### src/rtl/fss_pkg.sv
`timescale 1ns / 1ps
package fss_pkg;

  localparam int MAX_PATTERN   = 32;
  localparam int PAT_SLOTS     = 32;
  localparam int PAT_IDX_W     = 5;
  localparam int PLEN_W        = 6;
  localparam int COUNT_W       = 11;
  localparam int COUNT_LIMIT   = 2047;
  localparam int SCORE_W       = 14;
  localparam int SCORE_MAX     = 16383;
  localparam int RUN_W         = 5;
  localparam int RUN_MAX       = 31;
  localparam int CFG_IDX_W     = 3;
  localparam int CFG_DATA_W    = 64;
  localparam int PAT_WORDS     = 4;
  localparam int BYTES_PER_REG = 8;
  localparam int QUEUE_DEPTH   = 4;
  localparam int QPTR_W        = 2;
  localparam int QCNT_W        = 3;

  // register indexes of the configuration port
  localparam logic [CFG_IDX_W-1:0] REG_PAT_0_7   = 3'd0;
  localparam logic [CFG_IDX_W-1:0] REG_PAT_8_15  = 3'd1;
  localparam logic [CFG_IDX_W-1:0] REG_PAT_16_23 = 3'd2;
  localparam logic [CFG_IDX_W-1:0] REG_PAT_24_31 = 3'd3;
  localparam logic [CFG_IDX_W-1:0] REG_PAT_LEN   = 3'd4;

  // score terms
  localparam logic [SCORE_W-1:0] SCORE_EMPTY_PAT = 14'd100;
  localparam logic [SCORE_W-1:0] SCORE_EXACT     = 14'd1000;
  localparam logic [SCORE_W-1:0] SCORE_PREFIX    = 14'd600;
  localparam logic [COUNT_W-1:0] PREFIX_CAP      = 11'd100;
  localparam logic [COUNT_W-1:0] SURPLUS_CAP     = 11'd50;
  localparam logic [9:0]         PTS_MATCH       = 10'd20;
  localparam logic [9:0]         PTS_START       = 10'd60;
  localparam logic [9:0]         PTS_BOUNDARY    = 10'd45;
  localparam logic [9:0]         PTS_CAMEL       = 10'd40;
  localparam logic [3:0]         PTS_RUN_STEP    = 4'd15;

  typedef struct packed {
    logic [7:0] folded;
    logic       upper;
    logic       lower;
    logic       sep;
    logic       present;
    logic       last;
  } item_t;

  typedef struct packed {
    logic [COUNT_W-1:0] count;
    logic [PLEN_W-1:0]  pos;
    logic [SCORE_W-1:0] score;
    logic               prefix_eq;
    logic [PLEN_W-1:0]  plen;
  } finish_t;

  function automatic logic [7:0] fold(input logic [7:0] c);
    fold = (c >= "A" && c <= "Z") ? c + 8'd32 : c;
  endfunction

endpackage

### src/rtl/fss_if.sv
`timescale 1ns / 1ps
interface fss_in_if;
  logic       valid;
  logic       ready;
  logic [7:0] target_byte;
  logic       byte_present;
  logic       end_of_target;
  modport source (output valid, target_byte, byte_present, end_of_target, input ready);
  modport sink (input valid, target_byte, byte_present, end_of_target, output ready);
endinterface

interface fss_out_if;
  logic        valid;
  logic        ready;
  logic [13:0] match_score;
  modport source (output valid, match_score, input ready);
  modport sink (input valid, match_score, output ready);
endinterface

interface fss_cfg_if;
  logic        valid;
  logic        ready;
  logic [2:0]  index;
  logic [63:0] data;
  modport source (output valid, index, data, input ready);
  modport sink (input valid, index, data, output ready);
endinterface

### src/rtl/fss_front.sv
`timescale 1ns / 1ps
module fss_front import fss_pkg::*; (
  fss_in_if.sink target,
  input  logic   queue_full,
  output logic   push,
  output item_t  item
);

  logic [7:0] b;

  assign b            = target.target_byte;
  assign target.ready = !queue_full;
  assign push         = target.valid && !queue_full;

  // classify the byte once so the back end only compares and adds
  always_comb begin
    item.folded  = fold(b);
    item.upper   = (b >= "A" && b <= "Z");
    item.lower   = (b >= "a" && b <= "z");
    item.sep     = b inside {8'h20, "-", "_", ".", "/"};
    item.present = target.byte_present;
    item.last    = target.end_of_target;
  end

endmodule

### src/rtl/fss_queue.sv
`timescale 1ns / 1ps
module fss_queue import fss_pkg::*; (
  input  logic  clk,
  input  logic  rst,
  input  logic  push,
  input  item_t push_item,
  output logic  full,
  input  logic  pop,
  output item_t head,
  output logic  head_valid
);

  item_t             slots [QUEUE_DEPTH];
  logic [QPTR_W-1:0] wr_ptr;
  logic [QPTR_W-1:0] rd_ptr;
  logic [QCNT_W-1:0] fill;

  assign full       = (fill == QCNT_W'(QUEUE_DEPTH));
  assign head_valid = (fill != '0);
  assign head       = slots[rd_ptr];

  always_ff @(posedge clk) begin
    if (push) begin
      slots[wr_ptr] <= push_item;
    end
  end

  always_ff @(posedge clk) begin
    if (rst) begin
      wr_ptr <= '0;
      rd_ptr <= '0;
      fill   <= '0;
    end else begin
      if (push) wr_ptr <= wr_ptr + 1'b1;
      if (pop)  rd_ptr <= rd_ptr + 1'b1;
      case ({push, pop})
        2'b10:   fill <= fill + 1'b1;
        2'b01:   fill <= fill - 1'b1;
        default: fill <= fill;
      endcase
    end
  end

endmodule

### src/rtl/fss_back.sv
`timescale 1ns / 1ps
module fss_back import fss_pkg::*; (
  input  logic              clk,
  input  logic              rst,
  input  item_t             head,
  input  logic              head_valid,
  output logic              pop,
  input  logic [7:0]        pat_pre [PAT_SLOTS],
  input  logic [7:0]        pat_seq [PAT_SLOTS],
  input  logic [PLEN_W-1:0] plen,
  input  logic              snap_ready,
  output logic              snap_valid,
  output finish_t           snap
);

  logic [COUNT_W-1:0] count, count_next;
  logic [PLEN_W-1:0]  pos, pos_next;
  logic [SCORE_W-1:0] score, score_next;
  logic [RUN_W-1:0]   run, run_next, run_inc;
  logic               prev_matched, prev_matched_next;
  logic               prev_sep, prev_sep_next;
  logic               prev_lower, prev_lower_next;
  logic               prefix_eq, prefix_eq_next;
  logic               hit;
  logic [9:0]         add;
  logic [SCORE_W:0]   sum;

  assign pop        = head_valid && (!head.last || snap_ready);
  assign snap_valid = pop && head.last;

  assign run_inc = (run < RUN_W'(RUN_MAX)) ? run + 1'b1 : run;
  assign hit     = (pos < plen) && (pat_seq[pos[PAT_IDX_W-1:0]] == head.folded);

  always_comb begin
    count_next        = count;
    pos_next          = pos;
    run_next          = run;
    prev_matched_next = prev_matched;
    prev_sep_next     = prev_sep;
    prev_lower_next   = prev_lower;
    prefix_eq_next    = prefix_eq;
    add               = '0;
    if (head.present) begin
      if (count < COUNT_W'(plen) && pat_pre[count[PAT_IDX_W-1:0]] != head.folded) begin
        prefix_eq_next = 1'b0;
      end
      if (pos < plen) begin
        if (hit) begin
          add = PTS_MATCH;
          if (count == '0) begin
            add = add + PTS_START;
          end else if (prev_sep) begin
            add = add + PTS_BOUNDARY;
          end else if (prev_lower && head.upper) begin
            add = add + PTS_CAMEL;
          end
          if (prev_matched) begin
            run_next = run_inc;
            add      = add + (10'(run_inc) * 10'(PTS_RUN_STEP));
          end else begin
            run_next = '0;
          end
          prev_matched_next = 1'b1;
          pos_next          = pos + 1'b1;
        end else begin
          prev_matched_next = 1'b0;
          run_next          = '0;
        end
      end
      prev_sep_next   = head.sep;
      prev_lower_next = head.lower;
      if (count < COUNT_W'(COUNT_LIMIT)) count_next = count + 1'b1;
    end
    sum        = {1'b0, score} + (SCORE_W + 1)'(add);
    score_next = (sum > (SCORE_W + 1)'(SCORE_MAX)) ? SCORE_W'(SCORE_MAX) : sum[SCORE_W-1:0];
  end

  always_comb begin
    snap.count     = count_next;
    snap.pos       = pos_next;
    snap.score     = score_next;
    snap.prefix_eq = prefix_eq_next;
    snap.plen      = plen;
  end

  always_ff @(posedge clk) begin
    if (rst || snap_valid) begin
      count        <= '0;
      pos          <= '0;
      score        <= '0;
      run          <= '0;
      prev_matched <= 1'b0;
      prev_sep     <= 1'b0;
      prev_lower   <= 1'b0;
      prefix_eq    <= 1'b1;
    end else if (pop) begin
      count        <= count_next;
      pos          <= pos_next;
      score        <= score_next;
      run          <= run_next;
      prev_matched <= prev_matched_next;
      prev_sep     <= prev_sep_next;
      prev_lower   <= prev_lower_next;
      prefix_eq    <= prefix_eq_next;
    end
  end

endmodule

### src/rtl/fss_finish.sv
`timescale 1ns / 1ps
module fss_finish import fss_pkg::*; (
  input  logic      clk,
  input  logic      rst,
  input  logic      snap_valid,
  input  finish_t   snap,
  output logic      snap_ready,
  fss_out_if.source score
);

  finish_t            held;
  logic               held_valid;
  logic               advance;
  logic [COUNT_W-1:0] plen_w;
  logic [COUNT_W-1:0] surplus;
  logic [SCORE_W-1:0] surplus_s;
  logic [SCORE_W-1:0] result;

  assign advance    = !score.valid || score.ready;
  assign snap_ready = !held_valid || advance;
  assign plen_w     = COUNT_W'(held.plen);

  always_comb begin
    surplus = (held.count > plen_w) ? held.count - plen_w : '0;
    if (surplus > SURPLUS_CAP) surplus = SURPLUS_CAP;
    surplus_s = SCORE_W'(surplus);
    if (held.plen == '0) begin
      result = SCORE_EMPTY_PAT;
    end else if (held.count == '0) begin
      result = '0;
    end else if (held.prefix_eq && held.count == plen_w) begin
      result = SCORE_EXACT;
    end else if (held.prefix_eq && held.count > plen_w) begin
      result = SCORE_PREFIX - SCORE_W'((held.count < PREFIX_CAP) ? held.count : PREFIX_CAP);
    end else if (COUNT_W'(held.pos) < plen_w) begin
      result = '0;
    end else if (held.score <= surplus_s) begin
      result = SCORE_W'(1);
    end else begin
      result = held.score - surplus_s;
    end
  end

  always_ff @(posedge clk) begin
    if (snap_valid && snap_ready) held <= snap;
    if (held_valid && advance) score.match_score <= result;
  end

  always_ff @(posedge clk) begin
    if (rst) begin
      held_valid  <= 1'b0;
      score.valid <= 1'b0;
    end else begin
      if (snap_ready) held_valid <= snap_valid;
      if (advance)    score.valid <= held_valid;
    end
  end

endmodule

### src/rtl/fuzzy_subsequence_scorer_unit.sv
`timescale 1ns / 1ps
// The end-of-target beat is registered in the queue, the finish stage's held register and
// the output register in turn. The flow stalls when the queue is full or a score waits.
// Throughput: 1 beat per cycle outside stalls, set by the back end's per-byte compare-and-add.
// A 4-entry queue parts the front end from the back end; a finish stage and an output
// register let the next target stream in while a score waits to be taken.
// Reset (rst, synchronous): empties the queue and pipeline, clears the scoring state and
// zeroes every configuration register.
module fuzzy_subsequence_scorer_unit import fss_pkg::*; (
  input  logic      clk,
  input  logic      rst,
  fss_in_if.sink    target,
  fss_out_if.source score,
  fss_cfg_if.sink   cfg
);

  // Two copies of the folded pattern: one is walked by target position for the
  // prefix check, the other by pattern position for the subsequence match.
  logic [7:0]        pat_pre [PAT_SLOTS];
  logic [7:0]        pat_seq [PAT_SLOTS];
  logic [PLEN_W-1:0] plen;
  logic [PLEN_W-1:0] plen_in;
  logic              cfg_write;

  item_t   push_item;
  item_t   head;
  logic    push;
  logic    full;
  logic    pop;
  logic    head_valid;
  logic    snap_valid;
  logic    snap_ready;
  finish_t snap;

  assign cfg.ready = 1'b1;
  assign cfg_write = cfg.valid;

  // clamp an oversized length to the pattern capacity once, at write time
  assign plen_in = (cfg.data[PLEN_W-1:0] > PLEN_W'(MAX_PATTERN)) ? PLEN_W'(MAX_PATTERN)
                                                                 : cfg.data[PLEN_W-1:0];

  // Fold case when the pattern is written, so the back end need not fold pattern bytes.
  // Indexes beyond the register list are dropped.
  always_ff @(posedge clk) begin
    if (rst) begin
      plen <= '0;
      for (int i = 0; i < PAT_SLOTS; i++) begin
        pat_pre[i] <= '0;
        pat_seq[i] <= '0;
      end
    end else if (cfg_write) begin
      case (cfg.index)
        REG_PAT_0_7, REG_PAT_8_15, REG_PAT_16_23, REG_PAT_24_31: begin
          for (int j = 0; j < BYTES_PER_REG; j++) begin
            pat_pre[cfg.index[1:0]*BYTES_PER_REG + j] <= fold(cfg.data[j*8 +: 8]);
            pat_seq[cfg.index[1:0]*BYTES_PER_REG + j] <= fold(cfg.data[j*8 +: 8]);
          end
        end
        REG_PAT_LEN: begin
          plen <= plen_in;
        end
        default: begin
          plen <= plen;
        end
      endcase
    end
  end

  // front end: accept beats and classify each byte
  fss_front u_front (
    .target     (target),
    .queue_full (full),
    .push       (push),
    .item       (push_item)
  );

  // hold classified beats until the back end takes them
  fss_queue u_queue (
    .clk        (clk),
    .rst        (rst),
    .push       (push),
    .push_item  (push_item),
    .full       (full),
    .pop        (pop),
    .head       (head),
    .head_valid (head_valid)
  );

  // back end: advance the match state one byte per cycle while a beat waits and a closing
  // beat can be taken; hand off the final state when a target closes and clear for the next one
  fss_back u_back (
    .clk        (clk),
    .rst        (rst),
    .head       (head),
    .head_valid (head_valid),
    .pop        (pop),
    .pat_pre    (pat_pre),
    .pat_seq    (pat_seq),
    .plen       (plen),
    .snap_ready (snap_ready),
    .snap_valid (snap_valid),
    .snap       (snap)
  );

  // reduce the closed target's state to one score and drive the result beat
  fss_finish u_finish (
    .clk        (clk),
    .rst        (rst),
    .snap_valid (snap_valid),
    .snap       (snap),
    .snap_ready (snap_ready),
    .score      (score)
  );

endmodule

### src/flat_wrapper.sv
// flat-port wrapper written by rule: the top's interface ports become plain ports
module fuzzy_subsequence_scorer_unit_flat import fss_pkg::*;
  (clk, rst, target_valid, target_target_byte, target_byte_present, target_end_of_target, target_ready, score_valid, score_match_score, score_ready, cfg_valid, cfg_index, cfg_data, cfg_ready);
  fss_in_if target_i ();
  fss_out_if score_i ();
  fss_cfg_if cfg_i ();
  input  logic clk;
  input  logic rst;
  input wire logic [$bits(target_i.valid)-1:0] target_valid;
  input wire logic [$bits(target_i.target_byte)-1:0] target_target_byte;
  input wire logic [$bits(target_i.byte_present)-1:0] target_byte_present;
  input wire logic [$bits(target_i.end_of_target)-1:0] target_end_of_target;
  output wire logic [$bits(target_i.ready)-1:0] target_ready;
  output wire logic [$bits(score_i.valid)-1:0] score_valid;
  output wire logic [$bits(score_i.match_score)-1:0] score_match_score;
  input wire logic [$bits(score_i.ready)-1:0] score_ready;
  input wire logic [$bits(cfg_i.valid)-1:0] cfg_valid;
  input wire logic [$bits(cfg_i.index)-1:0] cfg_index;
  input wire logic [$bits(cfg_i.data)-1:0] cfg_data;
  output wire logic [$bits(cfg_i.ready)-1:0] cfg_ready;
  assign target_i.valid = target_valid;
  assign target_i.target_byte = target_target_byte;
  assign target_i.byte_present = target_byte_present;
  assign target_i.end_of_target = target_end_of_target;
  assign target_ready = target_i.ready;
  assign score_valid = score_i.valid;
  assign score_match_score = score_i.match_score;
  assign score_i.ready = score_ready;
  assign cfg_i.valid = cfg_valid;
  assign cfg_i.index = cfg_index;
  assign cfg_i.data = cfg_data;
  assign cfg_ready = cfg_i.ready;
  fuzzy_subsequence_scorer_unit u_core (.clk(clk), .rst(rst), .target(target_i), .score(score_i), .cfg(cfg_i));
endmodule
### config.mk
export PLATFORM = sky130hd
export DESIGN_NAME = fuzzy_subsequence_scorer_unit_flat
export DESIGN_NICKNAME = d
export VERILOG_FILES = /design/src/rtl/fss_pkg.sv /design/src/rtl/fss_if.sv /design/src/rtl/fss_front.sv /design/src/rtl/fss_queue.sv /design/src/rtl/fss_back.sv /design/src/rtl/fss_finish.sv /design/src/rtl/fuzzy_subsequence_scorer_unit.sv /design/src/flat_wrapper.sv
export SDC_FILE = /design/constraint.sdc
export NUM_CORES = 1
export LEC_CHECK = 0
export BUFFER_PORTS_ARGS = -buffer_cell sky130_fd_sc_hd__buf_2
export CAP_MARGIN = 20
export CORE_MARGIN = 4
export CORE_UTILIZATION = 44
export DETAILED_ROUTE_END_ITERATION = 16
export GPL_TIMING_DRIVEN = 0
export PLACE_DENSITY_LB_ADDON = 0.2
export SLEW_MARGIN = 25
export SYNTH_ARGS = -nofsm -noshare
export SYNTH_HDL_FRONTEND = slang
export SYNTH_SLANG_ARGS = --single-unit
### constraint.sdc
create_clock -name clk -period 5.3 [get_ports clk]
set_input_delay 0.53 -clock clk [delete_from_list [all_inputs] [get_ports clk]]
set_output_delay 0.53 -clock clk [all_outputs]
set_load 0.01 [all_outputs]
==> flow_summary.yaml, run 1 <==
global_routing:
  grt_pass1_wl_um: 123200
  overflow: 0
  grt_pass1_vias: 19090
  grt_max_degree: 36
  antenna_found_initial: 0
  grt_usage: 0.2932
clocking:
  cts.sinks: 417
  clockBufferDepth: 3
  numCtsBuffers: 48
  path_clk_slew_ps: 60
  cts_max_level: 2
  cts.hold.buffers_added: 0
  clkLatencyLatePin_ps: 590
  cts_tree: "built"
  cts_root_buf: "clkbuf_16"
synth:
  yosys.area_share.simple: 0.1566
  synth-adder-area-share: 0.05617
  syn_area_per_cell_um2: 9.672
  synth_mux_area_frac: 0.1635
  synth_xor_area_frac: 0.02429
  synth_edf_count: 104
  ys_seq_area_frac: 0.4132
  ys_types: 71
  postSynthCellCount: 2349
  synth-async-reset-ratio: 0
  synth_area_leaders: "dfxtp_1 28%, mux4_2 14%, edfxtp_1 14%"
  netlist_area_um2: 22720
  ys_ff_latch: 417
  ys_warn_count: 0
  synth_top_family_by_area: "multiplexers"
  synth_top_area_frac: 0.2758
  synth_top_area_cell: "dfxtp_1"
  synthFlopType: "dfxtp_1"
  synth_compound_area_frac: 0.1417
routing:
  ant_nets: 0
  viasPerCell: 6.195
  routed-via-count: 20080
  wl_um: 84420
  wire_per_inst_um: 26.05
  drt_iter0_markers: 2517
  first_pass_iters: 6
  drc_errors: 0
worst_setup_path:
  crit_fanout: 6
  path_class: "reg -> reg"
  crit_path_start: "u_core.u_back.run[0]"
  cpMaxStageDelayCell: "fa_1"
  path_buf_inv: 0
  path_cells: "ha_4 > xnor2_4 > nand2_4 > fa_1 > fa_1 > fa_1 > ha_4 > a31oi_4 > o21bai_4 > a21oi_2 > o21bai_1 > a21oi_1 > xor2_1 > nor3_2 > ha_1 > nand2_1 > a211oi_2 > or2_4 > and3_4 > and2_4 > a21oi_1"
  cp-end-kind: "register"
  cp-start-kind: "register"
  crit_required_ps: 5630
  cpMostUsedCell: "fa_1"
  cp_data_arrival_time_ps: 5430
  crit_family: "adder cells"
  r2r-start: "u_core.u_back.run[0]"
  critical_path.max_stage_delay_ps: 570
sta:
  finalCritPeriodShare: 0.9626
  finalSetupViolations: 0
  finalCriticalPeriod_ps: 5102
  hold_violations: 0
  fin_worst_skew_ps: 15.68
  tightest_slew_ps: 1176
  final_max_slew_viol_count: 0
  fmax_ghz: 0.1960
  timing.final.ws_setup_ps: 198.2
  setup_tns_ps: 0
  relSlewSlack: 0.2158
floorplan:
  die_area_um2: 55340
  die_y_um: 235.2
  core_um2: 51200
  dieWidth_um: 235.2
  initial_core_util: 0.4438
  rows: 83
  io_pins: 99
final_layout:
  design_area_um2: 26710
  layout-drive-gt1-share: 0.1941
  area_growth_syn_to_layout_pct: 17.55
  nets: 2701
  stdcell_count: 3241
  insertedDiodeCount: 0
  fillers: 4620
power_and_ir_drop:
  max-vdd-ir-drop_mv: 0.2405
  power.density_nw_per_um2: 402.4
  design_power_total_mw: 10.75
  p_leak_nw: 9.235
place:
  post_dp_cell_area_um2: 24090
  dp_cells: 3128
  portBuffers: 92
  hpwlAfterDp_um: 62810
  dp_slack_ps: -1512
  place_congestion: 1.027
worst_hold_path:
  min_from: "target_byte_present"
  hp-class: "in -> reg"
run_status:
  status: "finished clean"
flow_run:
  drv_cap: 0
worst reg2reg max path, delay by kind of cell (launching register included):
family                     cells  cell delay [ps]
adders and majority gates      6             2350
AOI/OAI and AO/OA              7              960
xor gates and xnor gates       2              370
and+or+nand+nor                6              780
DFF                            1              380
final timing paths:
| kind | depth (start not counted) | endpoint | slack [ps] |
|---|---|---|---|
| max | 21 | u_core.u_finish.held[19] | 200 |
| min | 1 | u_core.u_queue.slots[0][1] | 170 |
| max reg2reg | 21 | u_core.u_finish.held[19] | 200 |
| min reg2reg | 1 | u_core.u_back.prefix_eq | 440 |
power by group:
group	total [mW]	switching (mW)	internal, mW	leakage [nW]
logic	3.32	2.04	1.28	4.89
clock network	3.59	1.39	2.20	0.825
registers	3.83	0.197	3.64	3.52
total	10.7	3.63	7.12	9.23
cells by family after synthesis:
family,after synthesis
xor gates and xnor gates,63
AOI/OAI and AO/OA,530
and+or+nand+nor,814
adders and majority gates,93
buffers and inverters,239
DFF,417
muxes,192
other,1
area by class of cell:
class / instances / area (um2) / area share
Sequential cell: 417 / 9409 / 0.3523
Clock buffer: 67 / 1384 / 0.05181
Timing Repair Buffer: 127 / 739.5 / 0.02769
Clock inverter: 18 / 291.5 / 0.01092
Inverter: 76 / 291.5 / 0.01092
Tap cell: 680 / 850.8 / 0.03186
Multi-Input combinational cell: 1698 / 12840 / 0.4809
Buffer: 158 / 898.4 / 0.03364
state kept, by name, summed over array words and instances (netlist names), 3 cells and up, named ones only:
register	cells
u_core.u_back.run	5
u_core.u_finish.held	38
u_core.u_queue.slots	52
u_core.u_back.pos	6
u_core.u_queue.fill	3
u_core.u_back.count	11
u_core.u_finish.score.match_score	14
u_core.pat_seq	256
u_core.u_back.score	14
u_core.plen	6
cells in the mapped netlist (all sizes together), types with 7 or more instances:
| library cell | n |
|---|---|
| nor2b | 21 |
| edfxtp | 104 |
| nand2b | 26 |
| nor2 | 204 |
| o21bai | 7 |
| xor2 | 25 |
| nor3 | 18 |
| mux2i | 46 |
| a22oi | 19 |
| dfxtp | 313 |
| and2 | 10 |
| o221ai | 12 |
| fa | 15 |
| a31oi | 18 |
| xnor2 | 38 |
| o21ai | 41 |
| nand3b | 7 |
| a211oi | 80 |
| or3 | 16 |
| a21oi | 280 |
| nand2 | 410 |
| mux4 | 143 |
| o21a | 10 |
| clkbuf | 119 |
| nand3 | 36 |
| a21o | 17 |
| buf | 44 |
| inv | 75 |
| ha | 78 |
| nand4 | 22 |
| and3 | 19 |
per-stage QoR:
stage,utilization,hold slack (ps)
2_1_floorplan,-,418.6
3_3_place_gp,0.4698,425.8
3_5_place_dp,0.4705,431.1
4_1_cts,0.5099,138.5
5_1_grt,0.5217,152.6
6_report,0.5217,166.4
what timing repair did:
| item | in CTS | in global routing |
|---|---|---|
| setup buffers | 8 | 25 |
| setup endpoints to repair | 38 | 42 |
| pin swaps | 14 | 37 |
| resized for setup | 85 | 103 |
layout by cell type (no fill, tap or decap), types with 23 or more instances in the layout:
master | Yosys | layout
a21oi_1 | 280 | 268
buf_4 | 7 | 37
xnor2_1 | 38 | 34
inv_1 | 75 | 68
xor2_1 | 25 | 25
dfxtp_1 | 313 | 305
a211oi_1 | 78 | 77
nor2_1 | 204 | 197
clkbuf_1 | 119 | 114
nand3_1 | 36 | 34
mux4_2 | 143 | 143
buf_2 | 18 | 101
nand2b_1 | 26 | 23
clkbuf_16 | 0 | 49
nand2_1 | 409 | 407
o21ai_0 | 41 | 35
mux2i_1 | 46 | 43
edfxtp_1 | 104 | 104
ha_1 | 78 | 73
routing by layer:
metal  global-route usage  vias to the layer above  routed length, um
met5                    0                        -                  0
met4               0.1167                        0               4010
met3              0.05904                      239               8141
met2               0.4640                     1096              38380
met1               0.3983                     9899              33890
li1                     -                     8844                  -
Note: power is estimated with default switching activity, not from simulation.
==> run 2: changes to the inputs <==
==> constraint.sdc (replaced) <==
create_clock -name clk -period 5.8 [get_ports clk]
set_input_delay 0.58 -clock clk [delete_from_list [all_inputs] [get_ports clk]]
set_output_delay 0.58 -clock clk [all_outputs]
set_load 0.01 [all_outputs]
==> run 2 against run 1 <==
Clock-buffer cell count stayed put. Clock power is 8.6% lower. Design area is 2.5% lower. Cell count is 0.80% lower. Critical path type unchanged. Largest cell class unchanged.
==> flow_summary.yaml, run 2 (synthesized netlist as in run 1, its figures left out) <==
run_status:
  status: "finished clean"
clocking:
  numCtsBuffers: 48
  cts_tree: "built"
  cts_max_level: 2
  clockBufferDepth: 3
  clkLatencyLatePin_ps: 590
  cts_root_buf: "clkbuf_16"
  path_clk_slew_ps: 60
  cts.sinks: 417
  cts.hold.buffers_added: 0
sta:
  timing.final.ws_setup_ps: 269.6
  hold_violations: 0
  tightest_slew_ps: 1211
  whs_ps: 215.4
  setup_tns_ps: 0
  finalCritPeriodShare: 0.9535
  relSlewSlack: 0.1928
  finalSetupViolations: 0
  final_max_slew_viol_count: 0
  fin_worst_skew_ps: 16.38
  fmax_ghz: 0.1808
  finalCriticalPeriod_ps: 5530
routing:
  first_pass_iters: 5
  drt_iter0_markers: 2459
  routed-via-count: 19950
  wire_per_inst_um: 26.04
  viasPerCell: 6.204
  wl_um: 83710
  drc_errors: 0
  ant_nets: 0
worst_setup_path:
  r2r-start: "u_core.u_back.pos[1]"
  cp-end-kind: "register"
  cp_data_arrival_time_ps: 5860
  path_class: "reg -> reg"
  crit_required_ps: 6130
  cp-start-kind: "register"
  crit_path_start: "u_core.u_back.pos[1]"
  crit_fanout: 10
final_layout:
  layout-drive-gt1-share: 0.1641
  area_growth_syn_to_layout_pct: 14.64
  largestRegisters: "u_core.pat_seq (256), u_core.u_queue.slots (52), u_core.u_finish.held (38)"
  regArea_um2: 9393
  largest_reg_flops: 256
  nets: 2675
  regMostFlops: "u_core.pat_seq"
  final_common_cell: "nand2_1"
  multi_input_area_um2: 12510
  insertedDiodeCount: 0
  stdcell_count: 3215
  most-common-layout-cells: "408 x nand2_1, 310 x dfxtp_1, 276 x a21oi_1"
  design_area_um2: 26050
  fin_util: 0.5087
  fillers: 4701
global_routing:
  grt_pass1_wl_um: 122800
  grt_max_degree: 36
  grt_pass1_vias: 18990
  antenna_found_initial: 0
  grt_usage: 0.2925
  overflow: 0
power_and_ir_drop:
  max-vdd-ir-drop_mv: 0.2179
  clock_power_share: 0.341
  p_switching_mw: 3.244
  p_leak_nw: 9.012
  swShare: 0.3371
  p_int_mw: 6.378
  power.density_nw_per_um2: 369.4
  combPwrFrac: 0.295
  design_power_total_mw: 9.621
  seq_power_share: 0.364
floorplan:
  io_pins: 99
  core_um2: 51200
  initial_core_util: 0.4438
  die_area_um2: 55340
  rows: 83
  die_y_um: 235.2
  dieWidth_um: 235.2
place:
  dp_cells: 3128
  post_dp_cell_area_um2: 24090
  dp_slack_ps: -1012
  portBuffers: 92
  place_congestion: 1.027
  hpwlAfterDp_um: 62810
worst_hold_path:
  hp-class: "in -> reg"
  min_from: "target_byte_present"
flow_run:
  drv_cap: 0
==> run 2: cell types whose count changed in the layout (fill, tap and decap cells not counted), sizes merged <==
cell,before,now
clkbuf,181,185
clkinv,9,10
buf,171,141
clkinvlp,2,1
==> run 2: final timing paths <==
check	endpoint	slack (ps)	cells past startpoint
hold reg to reg	u_core.u_back.prefix_eq	440	1
setup / recovery	u_core.u_finish.held[19]	270	25
hold / removal	u_core.u_queue.slots[0][1]	220	1
setup reg to reg	u_core.u_finish.held[19]	270	25
==> run 2: critical path, cell delays in order (launching register included) <==
cell and delay [ps]:
dfxtp_1 350, buf_6 160, buf_8 170, buf_12 160, nor2_1 300, clkbuf_4 350
a22oi_1 120, a22oi_2 330, xnor2_1 190, nand4_1 210, nor3_4 270, nand2_2 100
buf_6 200, nor2_1 150, ha_1 190, inv_1 50, fa_1 370, nor2b_1 170
o21ai_0 130, a21boi_1 250, o21ai_2 110, a211oi_2 300, or2_4 190, and3_1 200
and2_1 160, a21oi_1 70
==> run 2: per-layer routing <==
metal / vias up / track usage / wire length, um
met4: 0 / 0.1240 / 4464
li1: 8779 / - / -
met2: 1147 / 0.4578 / 37380
met1: 9755 / 0.3962 / 33110
met5: - / 0 / 0
met3: 265 / 0.06268 / 8750
==> run 2: power groups by stage <==
| stage | sequential (mW) | clock (mW) | combinational, mW |
|---|---|---|---|
| after floorplan | 3.51 | 0 | 1.85 |
| after global routing | 3.53 | 3.42 | 3.07 |
| after CTS | 3.50 | 3.31 | 2.78 |
| final | 3.50 | 3.28 | 2.84 |
| after global placement | 3.56 | 0 | 2.70 |
| after detailed placement | 3.56 | 0 | 2.75 |
==> run 2: timing repair <==
item,4_1_cts,5_1_grt
setup buffers,3,4
pin swaps,1,7
setup endpoints to repair,28,41
gates resized for setup,21,59
==> run 2: area by class of cell <==
class / count / area share
clock buffer: 67 / 0.05313
tap: 680 / 0.03267
timing repair buffer: 101 / 0.02090
inverter: 76 / 0.01095
multi-input combinational: 1698 / 0.4802
clock inverter: 18 / 0.01119
buffer: 158 / 0.03031
sequential: 417 / 0.3606
